**src/flow_record_aggregator_defines.svh**
```systemverilog
// ----------------------------------------------------------------------------
// Flow record aggregator assertion macros
// Shared concurrent assertion forms, clocked on i_clk and held off in reset.
// ----------------------------------------------------------------------------
`ifndef FLOW_RECORD_AGGREGATOR_DEFINES_SVH
`define FLOW_RECORD_AGGREGATOR_DEFINES_SVH

// A condition that must hold at every clock edge.
`define FRA_ASSERT_NOW(label, cond, msg) \
    label: assert property (@(posedge i_clk) disable iff (!i_rst_n) (cond)) else $error(msg);

// A consequence that must hold in the same cycle as its cause.
`define FRA_ASSERT_IMP(label, ante, cons, msg) \
    label: assert property (@(posedge i_clk) disable iff (!i_rst_n) \
        (ante) |-> (cons)) else $error(msg);

// A consequence that must hold in the cycle after its cause.
`define FRA_ASSERT_NXT(label, ante, cons, msg) \
    label: assert property (@(posedge i_clk) disable iff (!i_rst_n) \
        (ante) |=> (cons)) else $error(msg);

`endif

```
**src/fra_queue.sv**
```systemverilog
// ----------------------------------------------------------------------------
// Flow record aggregator job queue
// Two-entry queue that decouples the front part from the back part.
// ----------------------------------------------------------------------------
module fra_queue #(
    parameter int WIDTH = 8
) (
    input  logic             i_clk,
    input  logic             i_rst_n,
    input  logic             i_push,
    input  logic [WIDTH-1:0] i_data,
    input  logic             i_pop,
    output logic [WIDTH-1:0] o_head,
    output logic             o_full,
    output logic             o_empty
);

    logic [WIDTH-1:0] r_mem [2];
    logic             r_wp;
    logic             r_rp;
    logic [1:0]       r_cnt;

    always_ff @(posedge i_clk) begin
        if (!i_rst_n) begin
            r_wp  <= 1'b0;
            r_rp  <= 1'b0;
            r_cnt <= 2'd0;
        end else begin
            if (i_push) begin
                r_wp <= ~r_wp;
            end
            if (i_pop) begin
                r_rp <= ~r_rp;
            end
            if (i_push && !i_pop) begin
                r_cnt <= r_cnt + 2'd1;
            end else if (i_pop && !i_push) begin
                r_cnt <= r_cnt - 2'd1;
            end
        end
        if (i_push) begin
            r_mem[r_wp] <= i_data;
        end
    end

    assign o_head  = r_mem[r_rp];
    assign o_full  = (r_cnt == 2'd2);
    assign o_empty = (r_cnt == 2'd0);

endmodule

```
**config.mk**
```make
export PLATFORM = sky130hd
export DESIGN_NAME = fra_queue
export DESIGN_NICKNAME = d
export VERILOG_FILES = /design/src/flow_record_aggregator_defines.svh /design/src/fra_queue.sv
export SDC_FILE = /design/constraint.sdc
export NUM_CORES = 1
export LEC_CHECK = 0
export BUFFER_PORTS_ARGS = -buffer_cell sky130_fd_sc_hd__buf_2
export CAP_MARGIN = 20
export CORE_MARGIN = 10
export CORE_UTILIZATION = 44
export DETAILED_ROUTE_END_ITERATION = 16
export GPL_TIMING_DRIVEN = 0
export PLACE_DENSITY_LB_ADDON = 0.1
export SETUP_SLACK_MARGIN = 0.15
export SLEW_MARGIN = 20
export SYNTH_ARGS = -nofsm -noshare
export SYNTH_HDL_FRONTEND = slang
export SYNTH_SLANG_ARGS = --single-unit
```
**constraint.sdc**
```tcl
create_clock -name i_clk -period 1 [get_ports i_clk]
set_input_delay 0.1 -clock i_clk [delete_from_list [all_inputs] [get_ports i_clk]]
set_output_delay 0.1 -clock i_clk [all_outputs]
set_load 0.02 [all_outputs]
```
==> flow_summary.yaml <==
pwr:
  power_mw: 1.858
  total_leakage_power_nw: 0.4989
  ir_drop_mv: 1.059
  p_per_area_mw_per_mm2: 1542
global_route:
  overflow: 0
  grt_usage_pct: 7.444
  grt_busiest_layer: "met2"
  grt_start_max_net_pins: 13
  grtUsageMet2_pct: 13.21
  grt_pass1_wl_mm: 2.380
  grt_pass1_vias: 550
  use_met1_pct: 7.508
  met3_usage_pct: 3.405
  antenna_found_initial: 0
synth:
  syn-cell-area_sq_um: 794.5
  yosysUniqueCellTypes: 16
  ys_seq_area_share_pct: 73.07
  postSynthAreaPerCell_sq_um: 16.90
  synth_warnings: 0
  syn-num-nets: 60
  syn-instance-count: 47
  synth-seq-cells: 21
worst_setup_path:
  critPathBufInv: 2
  worst_setup_path_start_kind: "flip-flop"
  cp.required_ns: 0.90
  cpMaxStageDelayCell: "dfxtp_2"
  cp_max_fo: 8
  critPathTopFamily: "flip-flops"
  worstPathArrival_ns: 1.23
  path_cells: "buf_8 > mux2_4 > buf_6"
  max_stage_delay_ns: 0.35
  crit_type: "reg2out"
  crit_path_end_kind: "output port"
placement:
  place_ws_ns: -0.09696
  numPortBuffers: 21
  finalWeightedCongestion: 0.6825
  dp.final_hpwl_um: 931.7
routing:
  drt-pass1-iter-count: 2
  vias_per_cell: 4.593
  drtAntennaViolNets: 0
  drc: 0
  vias: 496
  wirelength_mm: 1.431
  drtIter0Drc: 10
  routedWlPerCell_um: 13.25
sta:
  worstMarginPinSlew_ns: 0.1844
  setup_slack_ns: -0.3264
  fmax_mhz: 753.9
  period_needed_ns: 1.326
  relSlewSlack_pct: 87.68
  grt_setup_unrepaired: "true"
  report.final.slew_viol_count: 0
  hold_viol_final: 0
  finClkSkew_ns: 0.007314
  setup_viol: 11
  min_period_over_period_pct: 132.6
floorplanning:
  die_area_sq_mm: 0.003906
  initial_core_util_pct: 46.01
  num_rows: 15
  die_h_um: 62.50
  ios: 22
  die_w_um: 62.50
  core-area_sq_mm: 0.001727
layout:
  post-route-util_pct: 69.78
  area_delta_synth_final_pct: 51.65
  final_nets: 97
  diodes: 0
  fillers: 133
  final_cell_mix: "edfxtp_1 (16), buf_2 (11), buf_6 (11)"
  layout_commonest_cell: "edfxtp_1"
  drive_above_1_share_pct: 54.22
clock_network:
  numCtsBuffers: 3
  worstSkewPairLatency_ns: 0.29
  clkSinkCount: 21
  cts_tree: "done"
  root_buffer: "clkbuf_4"
  path_clk_slew_ns: 0.11
  cts_max_path_buffers: 2
  htree_levels: 1
flow_run:
  maxCapViolations: 0
outcome:
  violations: "negative setup slack"
  status: "complete, but fails checks"
min_path:
  hold_class: "in2reg"
[kinds of logic after synthesis]
| kind of cell | after synthesis | share of synthesized area [%] |
|---|---|---|
| buffers and inverters | 2 | 1.101 |
| AOI/OAI and AO/OA | 3 | 2.520 |
| and+or+nand+nor | 9 | 7.086 |
| xor gates and xnor gates | 3 | 3.308 |
| DFF | 21 | 73.07 |
| muxes | 8 | 11.34 |
| adders and majority gates | 1 | 1.575 |
[metrics by stage]
step           hold slack (ns)  cell area [sq um]  cells  setup TNS (ns)
3_5_place_dp            0.2926              987.2     93         -0.9677
5_1_grt                0.04406               1205    108          -3.433
6_report               0.05771               1205    108          -2.808
2_1_floorplan           0.1989              850.8     47               0
4_1_cts                0.04688               1195    108          -2.925
3_3_place_gp            0.2891              987.2     93         -0.7743
[cell usage after synthesis]
cell type  number  area share (%)
a21boi_1        1            0.95
buf_2           1            0.63
xor2_1          2             2.2
dfxtp_1         5              13
o21ai_0         1            0.63
and2b_2         1             1.1
o21a_1          1            0.95
xnor2_1         1             1.1
inv_1           1            0.47
edfxtp_1       16              60
mux2_2          8              11
nor2_1          1            0.47
and2_1          4             3.1
or3_1           1            0.79
nor2b_1         2             1.6
ha_1            1             1.6
[timing repair]
item                       CTS  global route
pin swaps                    1             1
resized for setup           24             3
hold endpoints to repair    16             0
setup buffers                2             0
hold buffers                 8             0
cloned                       1             0
setup endpoints to repair   28            24
[metal layers]
layer | vias up | wire length, um
met1 | 238 | 579
li1 | 245 | -
met2 | 11 | 777
met5 | - | 0
met3 | 2 | 66
met4 | 0 | 8
[area by class of cell]
cell class / count / area [sq um] / share of cell area (%)
Buffer: 1 / 15.01 / 1.246
Clock buffer: 3 / 22.52 / 1.869
Clock inverter: 1 / 5.005 / 0.4154
Inverter: 1 / 3.754 / 0.3115
Multi-Input combinational cell: 25 / 274.0 / 22.74
Sequential cell: 21 / 586.8 / 48.70
Tap cell: 25 / 31.28 / 2.596
Timing Repair Buffer: 31 / 266.5 / 22.12
[power by group]
part	internal (mW)	switching, mW	total [mW]
registers	1.00	0.0322	1.03
clock network	0.149	0.238	0.386
logic	0.259	0.181	0.440
[sequential cells by signal, indices dropped and copies added (netlist names), named ones only]
register and flops:
r_mem 16, r_cnt 2, r_wp 1, r_rp 1
[final timing paths]
kind | startpoint | to | slack (ns) | cells after the start
worst max register to register | r_cnt[0]$_SDFFE_PN0P_ | r_cnt[1]$_SDFFE_PN0P_ | -0.11 | 4
worst min-delay path | i_rst_n | r_wp$_SDFFE_PN0P_ | 0.06 | 2
worst min register to register | r_cnt[1]$_SDFFE_PN0P_ | r_cnt[1]$_SDFFE_PN0P_ | 0.54 | 2
worst max-delay path | flip-flop | o_head[0] | -0.33 | 3
Note: power is estimated with default switching activity, not from simulation.
