File: src/flow_record_aggregator_defines.svh
// ----------------------------------------------------------------------------
// Flow record aggregator assertion macros
// Shared concurrent assertion forms, clocked on i_clk and held off in reset.
// ----------------------------------------------------------------------------
`ifndef FLOW_RECORD_AGGREGATOR_DEFINES_SVH
`define FLOW_RECORD_AGGREGATOR_DEFINES_SVH

// A condition that must hold at every clock edge.
`define FRA_ASSERT_NOW(label, cond, msg) \
    label: assert property (@(posedge i_clk) disable iff (!i_rst_n) (cond)) else $error(msg);

// A consequence that must hold in the same cycle as its cause.
`define FRA_ASSERT_IMP(label, ante, cons, msg) \
    label: assert property (@(posedge i_clk) disable iff (!i_rst_n) \
        (ante) |-> (cons)) else $error(msg);

// A consequence that must hold in the cycle after its cause.
`define FRA_ASSERT_NXT(label, ante, cons, msg) \
    label: assert property (@(posedge i_clk) disable iff (!i_rst_n) \
        (ante) |=> (cons)) else $error(msg);

`endif

File: src/fra_pkg.sv
// ----------------------------------------------------------------------------
// Flow record aggregator package
// Job word passed from the front part to the back part, and fixed codes.
// ----------------------------------------------------------------------------
package fra_pkg;

    // Configuration register indexes.
    localparam int CFG_IDX_W = 2;
    localparam int CFG_DATA_W = 8;
    localparam logic [CFG_IDX_W-1:0] CFG_MODE = 2'd0;
    localparam logic [CFG_IDX_W-1:0] CFG_V4_LEN = 2'd1;
    localparam logic [CFG_IDX_W-1:0] CFG_V6_LEN = 2'd2;

    // Aggregation modes.
    localparam logic [2:0] MODE_SRC_PORT = 3'd0;
    localparam logic [2:0] MODE_DST_PORT = 3'd1;
    localparam logic [2:0] MODE_V6_SRC = 3'd2;
    localparam logic [2:0] MODE_V6_DST = 3'd3;
    localparam logic [2:0] MODE_V4_SRC = 3'd4;
    localparam logic [2:0] MODE_V4_DST = 3'd5;

    // Result status codes.
    localparam logic [2:0] ST_ADDED = 3'd0;
    localparam logic [2:0] ST_NEW = 3'd1;
    localparam logic [2:0] ST_SKIP = 3'd2;
    localparam logic [2:0] ST_FULL = 3'd3;
    localparam logic [2:0] ST_RVALID = 3'd4;
    localparam logic [2:0] ST_REMPTY = 3'd5;

    // Prefix limits.
    localparam logic [5:0] V4_BITS = 6'd32;
    localparam logic [7:0] V6_BITS = 8'd128;

    // Hash constants.
    localparam logic [63:0] HASH_MUL_A = 64'hC2B2AE3D27D4EB4F;
    localparam logic [63:0] HASH_MUL_B = 64'h9E3779B97F4A7C15;
    localparam int HASH_BITS = 24;

    typedef enum logic [1:0] {
        K_ACC,
        K_SKIP,
        K_READ,
        K_ROOR
    } t_kind;

    typedef struct packed {
        t_kind       kind;
        logic        key_fam;
        logic [63:0] key_high;
        logic [63:0] key_low;
        logic [63:0] pkt_cnt;
        logic [63:0] byte_cnt;
    } t_job;

endpackage

File: src/fra_front.sv
// ----------------------------------------------------------------------------
// Flow record aggregator front part
// Holds configuration, forms the key, hashes it to a home slot, queues the job.
// ----------------------------------------------------------------------------
module fra_front
    import fra_pkg::*;
#(
    parameter int TABLE_ENTRIES = 1024
) (
    input  logic                             i_clk,
    input  logic                             i_rst_n,
    input  logic                             i_cfg_valid,
    input  logic [CFG_IDX_W-1:0]             i_cfg_index,
    input  logic [CFG_DATA_W-1:0]            i_cfg_data,
    input  logic                             start,
    output logic                             busy,
    input  logic                             i_req_type,
    input  logic                             i_is_ipv6,
    input  logic [63:0]                      i_src_addr_high,
    input  logic [63:0]                      i_src_addr_low,
    input  logic [63:0]                      i_dst_addr_high,
    input  logic [63:0]                      i_dst_addr_low,
    input  logic [15:0]                      i_src_port,
    input  logic [15:0]                      i_dst_port,
    input  logic [63:0]                      i_packet_count,
    input  logic [63:0]                      i_byte_count,
    input  logic [9:0]                       i_entry_index,
    input  logic                             i_clearing,
    input  logic                             i_q_full,
    output logic                             o_q_push,
    output t_job                             o_q_job,
    output logic [$clog2(TABLE_ENTRIES)-1:0] o_q_slot
);

    localparam int IW = $clog2(TABLE_ENTRIES);
    localparam bit IS_POW2 = ((TABLE_ENTRIES & (TABLE_ENTRIES - 1)) == 0);
    localparam int MK = HASH_BITS + IW;
    localparam logic [HASH_BITS:0] RECIP =
        (HASH_BITS + 1)'((64'd1 << MK) / 64'(TABLE_ENTRIES));

    typedef enum logic [1:0] {
        F_IDLE,
        F_MUL,
        F_MOD,
        F_PUSH
    } t_fstate;

    t_fstate          r_state;
    logic [2:0]       r_mode;
    logic [5:0]       r_v4len;
    logic [7:0]       r_v6len;
    t_job             r_job;
    logic [IW-1:0]    r_slot;
    logic [2:0]       r_step;
    logic [63:0]      r_acc;
    logic [63:0]      r_x;
    logic [HASH_BITS-1:0] r_h;
    logic [HASH_BITS-1:0] r_q;
    logic             r_mcnt;

    logic             accept;
    t_job             n_job;
    logic             use_dst;
    logic             is_skip;
    logic [63:0]      addr_hi;
    logic [63:0]      addr_lo;
    logic [6:0]       p4;
    logic [7:0]       p6;
    logic [6:0]       p6_hi;
    logic [6:0]       p6_lo;
    logic [31:0]      op_a;
    logic [31:0]      op_b;
    logic [63:0]      prod;
    logic [63:0]      mul_sum;
    logic [63:0]      mul_src;
    logic [63:0]      mul_const;
    logic             second;
    logic [2*HASH_BITS:0] q_prod;
    logic [2*HASH_BITS:0] q_sh;
    logic [HASH_BITS-1:0] qn;
    logic [HASH_BITS-1:0] rem;

    function automatic logic [63:0] lead_mask(input logic [6:0] p);
        logic [63:0] m;
        if (p == 7'd0) begin
            m = 64'd0;
        end else begin
            m = ~64'd0 << (7'd64 - p);
        end
        return m;
    endfunction

    assign accept   = start && !busy;
    assign busy     = (r_state != F_IDLE) || i_clearing;
    assign o_q_push = (r_state == F_PUSH) && !i_q_full;
    assign o_q_job  = r_job;
    assign o_q_slot = r_slot;

    // Key formation from the record and the configuration.
    always_comb begin
        use_dst = r_mode[0];
        addr_hi = use_dst ? i_dst_addr_high : i_src_addr_high;
        addr_lo = use_dst ? i_dst_addr_low : i_src_addr_low;
        p4      = (r_v4len > V4_BITS) ? 7'(V4_BITS) : {1'b0, r_v4len};
        p6      = (r_v6len > V6_BITS) ? V6_BITS : r_v6len;
        p6_hi   = (p6 >= 8'd64) ? 7'd64 : p6[6:0];
        p6_lo   = (p6 > 8'd64) ? 7'(p6 - 8'd64) : 7'd0;
        is_skip = ((r_mode == MODE_V6_SRC || r_mode == MODE_V6_DST) && !i_is_ipv6) ||
                  ((r_mode == MODE_V4_SRC || r_mode == MODE_V4_DST) && i_is_ipv6);

        n_job.kind     = K_ACC;
        n_job.key_fam  = 1'b0;
        n_job.key_high = 64'd0;
        n_job.key_low  = 64'd0;
        n_job.pkt_cnt  = i_packet_count;
        n_job.byte_cnt = i_byte_count;

        if (i_req_type) begin
            n_job.kind = (32'(i_entry_index) < TABLE_ENTRIES) ? K_READ : K_ROOR;
        end else if (r_mode == MODE_SRC_PORT || r_mode == MODE_DST_PORT) begin
            n_job.key_low = {48'd0, use_dst ? i_dst_port : i_src_port};
        end else if (is_skip) begin
            n_job.kind = K_SKIP;
        end else if (i_is_ipv6) begin
            n_job.key_fam  = 1'b1;
            n_job.key_high = addr_hi & lead_mask(p6_hi);
            n_job.key_low  = addr_lo & lead_mask(p6_lo);
        end else begin
            n_job.key_low = {32'd0, addr_lo[31:0]} & (lead_mask(p4) >> 32);
        end
    end

    // One shared 32x32 multiplier builds each 64-bit truncated product in three steps.
    always_comb begin
        second    = (r_step >= 3'd3);
        mul_src   = second ? r_x : r_job.key_high;
        mul_const = second ? HASH_MUL_B : HASH_MUL_A;
        case (r_step)
            3'd1, 3'd4: begin
                op_a = mul_src[63:32];
                op_b = mul_const[31:0];
            end
            3'd2, 3'd5: begin
                op_a = mul_src[31:0];
                op_b = mul_const[63:32];
            end
            default: begin
                op_a = mul_src[31:0];
                op_b = mul_const[31:0];
            end
        endcase
        prod    = op_a * op_b;
        mul_sum = r_acc + {prod[31:0], 32'd0};
        // The reciprocal quotient is exact or one short, so one subtraction finishes
        // the remainder.
        q_prod  = r_h * RECIP;
        q_sh    = q_prod >> MK;
        qn      = r_q * HASH_BITS'(TABLE_ENTRIES);
        rem     = r_h - qn;
        if (rem >= HASH_BITS'(TABLE_ENTRIES)) begin
            rem = rem - HASH_BITS'(TABLE_ENTRIES);
        end
    end

    always_ff @(posedge i_clk) begin
        if (!i_rst_n) begin
            r_state <= F_IDLE;
            r_mode  <= 3'd0;
            r_v4len <= 6'd32;
            r_v6len <= 8'd128;
        end else begin
            if (i_cfg_valid) begin
                case (i_cfg_index)
                    CFG_MODE:   r_mode  <= i_cfg_data[2:0];
                    CFG_V4_LEN: r_v4len <= i_cfg_data[5:0];
                    CFG_V6_LEN: r_v6len <= i_cfg_data;
                    default:    ;
                endcase
            end
            case (r_state)
                F_IDLE: begin
                    if (accept) begin
                        r_job  <= n_job;
                        r_slot <= IW'(i_entry_index);
                        r_step <= 3'd0;
                        r_state <= (n_job.kind == K_ACC) ? F_MUL : F_PUSH;
                    end
                end
                F_MUL: begin
                    r_step <= r_step + 3'd1;
                    if (r_step == 3'd0 || r_step == 3'd3) begin
                        r_acc <= prod;
                    end else if (r_step == 3'd1 || r_step == 3'd4) begin
                        r_acc <= mul_sum;
                    end else if (r_step == 3'd2) begin
                        r_x <= mul_sum ^ r_job.key_low ^ {63'd0, r_job.key_fam};
                    end else begin
                        r_h    <= mul_sum[63:40];
                        r_slot <= IS_POW2 ? mul_sum[40 +: IW] : '0;
                        r_mcnt <= 1'b0;
                        r_state <= IS_POW2 ? F_PUSH : F_MOD;
                    end
                end
                F_MOD: begin
                    r_mcnt <= ~r_mcnt;
                    if (!r_mcnt) begin
                        r_q <= q_sh[HASH_BITS-1:0];
                    end else begin
                        r_slot  <= rem[IW-1:0];
                        r_state <= F_PUSH;
                    end
                end
                F_PUSH: begin
                    if (!i_q_full) begin
                        r_state <= F_IDLE;
                    end
                end
                default: r_state <= F_IDLE;
            endcase
        end
    end

endmodule

File: config.mk
export PLATFORM = sky130hd
export DESIGN_NAME = fra_front
export DESIGN_NICKNAME = d
export VERILOG_FILES = /design/src/flow_record_aggregator_defines.svh /design/src/fra_pkg.sv /design/src/fra_front.sv
export SDC_FILE = /design/constraint.sdc
export NUM_CORES = 2
export LEC_CHECK = 0
export ABC_AREA = 1
export BUFFER_PORTS_ARGS = -buffer_cell sky130_fd_sc_hd__buf_4
export CAP_MARGIN = 20
export CORE_ASPECT_RATIO = 1.5
export CORE_UTILIZATION = 32
export CTS_CLUSTER_DIAMETER = 120
export DETAILED_ROUTE_END_ITERATION = 8
export PLACE_DENSITY = 0.47
export REMOVE_ABC_BUFFERS = 1
export SLEW_MARGIN = 15
export SYNTH_ARGS = -nofsm -noshare
export SYNTH_HDL_FRONTEND = slang
export SYNTH_SLANG_ARGS = --single-unit
File: constraint.sdc
create_clock -name i_clk -period 32.8 [get_ports i_clk]
set_input_delay 6.56 -clock i_clk [delete_from_list [all_inputs] [get_ports i_clk]]
set_output_delay 6.56 -clock i_clk [all_outputs]
set_load 0.01 [all_outputs]
==> flow_metrics.tcl <==
set metrics [dict create \
    fin_crit_sh_pct 41.5 \
    fin_worst_skew_ps 24.1 \
    stdcell_area_um2 62600 \
    start_util_pct 32.2 \
    top_layer_used "met5" \
    finalCriticalPeriod_ps 13600 \
    slew_headroom_pct 22.2 \
    async_flop_share_pct 0 \
    avgSynthCellArea_um2 8.88 \
    cts_resized 0 \
    critPathLaunch "i_q_full" \
    synth_seq_cells 430 \
    ioPinCount 715 \
    hold_buffers 0 \
    drt_iter0_drc 3429 \
    max_stage_delay_ps 190 \
    avgRoutedWirePerCell_um 33.1 \
    path_cells "buf_4 > nor2_1 > buf_4" \
    drive_gt1_share_pct 14.1 \
    cp.arrival_ps 7040 \
    netlist_area_um2 53300 \
    synth_edf_count 411 \
    wl_met3_um 15300 \
    die_width_um 335 \
    r2r_cells 38 \
    fill_cells 17400 \
    die-area_um2 168000 \
    cts_tree "built" \
    clk_pin_slew_ps 70 \
    grt_pass1_wl_um 395000 \
    drv_cap 0 \
    port_buffers 714 \
    met1_length_um 92000 \
    holdPathStages 2 \
    coreArea_um2 166000 \
    synth_top_area_share_pct 32.4 \
    synth_area_leaders "fa_1 32%, edfxtp_1 23%, inv_1 9.8%" \
    clock_sinks 430 \
    end_kind "primary output" \
    cp.required_ps 26240 \
    htreeDepth 2 \
    areaGrowthSynthToFinish_pct 17.3 \
    crit_fanout 2 \
    seq_area_frac_synth_pct 23.9 \
    ys.flop_type "edfxtp_1" \
    place.gp.congestion 1.04 \
    status "completed" \
    first_pass_iters 5 \
    synth_common_cells "1391 x inv_1, 946 x nand2_1, 862 x fa_1, 805 x nor2_1, 411 x edfxtp_1" \
    r2r_slack_ps 20670 \
    dpl_cell_area_um2 61200 \
    reg2reg_to "r_x[58]" \
    start_kind "input pin" \
    hold-worst-slack_ps 513 \
    root_buffer "clkbuf_16" \
    critPathMostFrequentCell "buf_4" \
    rsz0062_at_grt "false" \
    postRouteWirelength_um 294000 \
    vias 44900 \
    grt_use_total_pct 34.9 \
    synth_top_area_cell "fa_1" \
    via_per_inst 5.05 \
    hold_start "r_v4len[4]" \
    std_cell_rows 183 \
    r2r_start "r_step[2]" \
    grt_max_degree 78 \
    detailed_place_hpwl_um 263000 \
    grt_overflow 0 \
    synth.distinct_cells 59 \
    syn_inst 6004 \
    antenna_left 0 \
    hold_viol 0 \
    cts_setup_buffers 0 \
    grt_pass1_vias 48700 \
    wl_met2_um 156000 \
    synth.most_common_cell "inv_1" \
    criticalPathCategory "in2out" \
    die_y_um 502 \
    finalSetupViolCount 0 \
    max_freq_mhz 73.5 \
    worst_slew_pin_slew_ps 1160 \
    holdPathEnd "r_v4len[4]" \
    finalMaxSlewViolations 0 \
    hp-class "reg2reg" \
    layout.nets 8293 \
    antenna_found_initial 25 \
    clk_latency_ps 600 \
    drc 0 \
    numCtsBuffers 40 \
    clk_path_buf_depth 3 \
    cpMaxStageDelayCell "nor2_1" \
    ys_warn_count 0 \
    finalSetupTns_ps 0 \
]
==> worst max-delay path, delay by kind of cell <==
kind / cells / cell delay [ps]
buf+inv: 2 / 290
simple gates: 1 / 190
==> state kept, by name (all words and copies together) (netlist names) <==
name,count
o_q_job,259
o_q_slot,10
r_acc,64
r_h,10
r_mcnt,1
r_mode,3
r_state,2
r_step,3
r_v4len,6
r_v6len,8
r_x,64
==> area by class of cell <==
type | instances | area, um^2 | share of cell area, %
Inverter | 1409 | 5300 | 8.46
Sequential cell | 430 | 12700 | 20.3
Multi-Input combinational cell | 3968 | 34600 | 55.2
Clock buffer | 46 | 1020 | 1.64
Timing Repair Buffer | 782 | 5870 | 9.39
Clock inverter | 26 | 269 | 0.430
Antenna cell | 19 | 47.5 | 0.0760
Tap cell | 2220 | 2780 | 4.44
==> cells in the final DEF, fill, tap and decap left out, types with 169 or more instances in the layout <==
cell	synthesis	routed
edfxtp_1	411	411
ha_1	356	353
fa_1	862	862
a21oi_1	198	197
nor2_1	805	803
inv_1	1391	1390
nand3_1	217	217
o21ai_0	169	169
buf_4	6	781
nand2_1	946	945
==> through the flow <==
step	utilization, %	setup WS, ps	cells
final	37.8	19200	8900
after global routing	37.8	19180	8894
after floorplan	-	7480	5807
after global placement	37.0	19120	8807
after detailed placement	37.0	19170	8809
after CTS	37.8	19170	8881
==> worst max path at each step <==
stage                             to  slack (ps)  depth (start not counted)
after floorplan           o_q_job[0]        7480                          3
after global placement      o_q_push       19120                          3
after detailed placement    o_q_push       19170                          3
after CTS                   o_q_push       19170                          3
after global routing        o_q_push       19180                          3
final                       o_q_push       19200                          3
==> layer usage <==
layer / global-route usage, % / vias to the layer above
met5: 0 / -
met2: 64.8 / 1920
met1: 33.4 / 22700
li1: - / 19700
met4: 29.6 / 12
met3: 5.21 / 629
==> logic make-up after synthesis <==
group	Yosys count	share of synthesized area, %
XOR/XNOR	105	1.77
AND/OR/NAND/NOR	2156	16.6
flip-flops	430	23.9
multiplexers	7	0.131
adder cells (fa/ha/maj)	1218	40.7
buffers and inverters	1606	11.6
other	1	0.00703
AO/OA/AOI/OAI	481	5.32
Power is left out: the tool's default activity adds up to more than one toggle a clock period on the data nets, which glitch-free logic cannot reach.
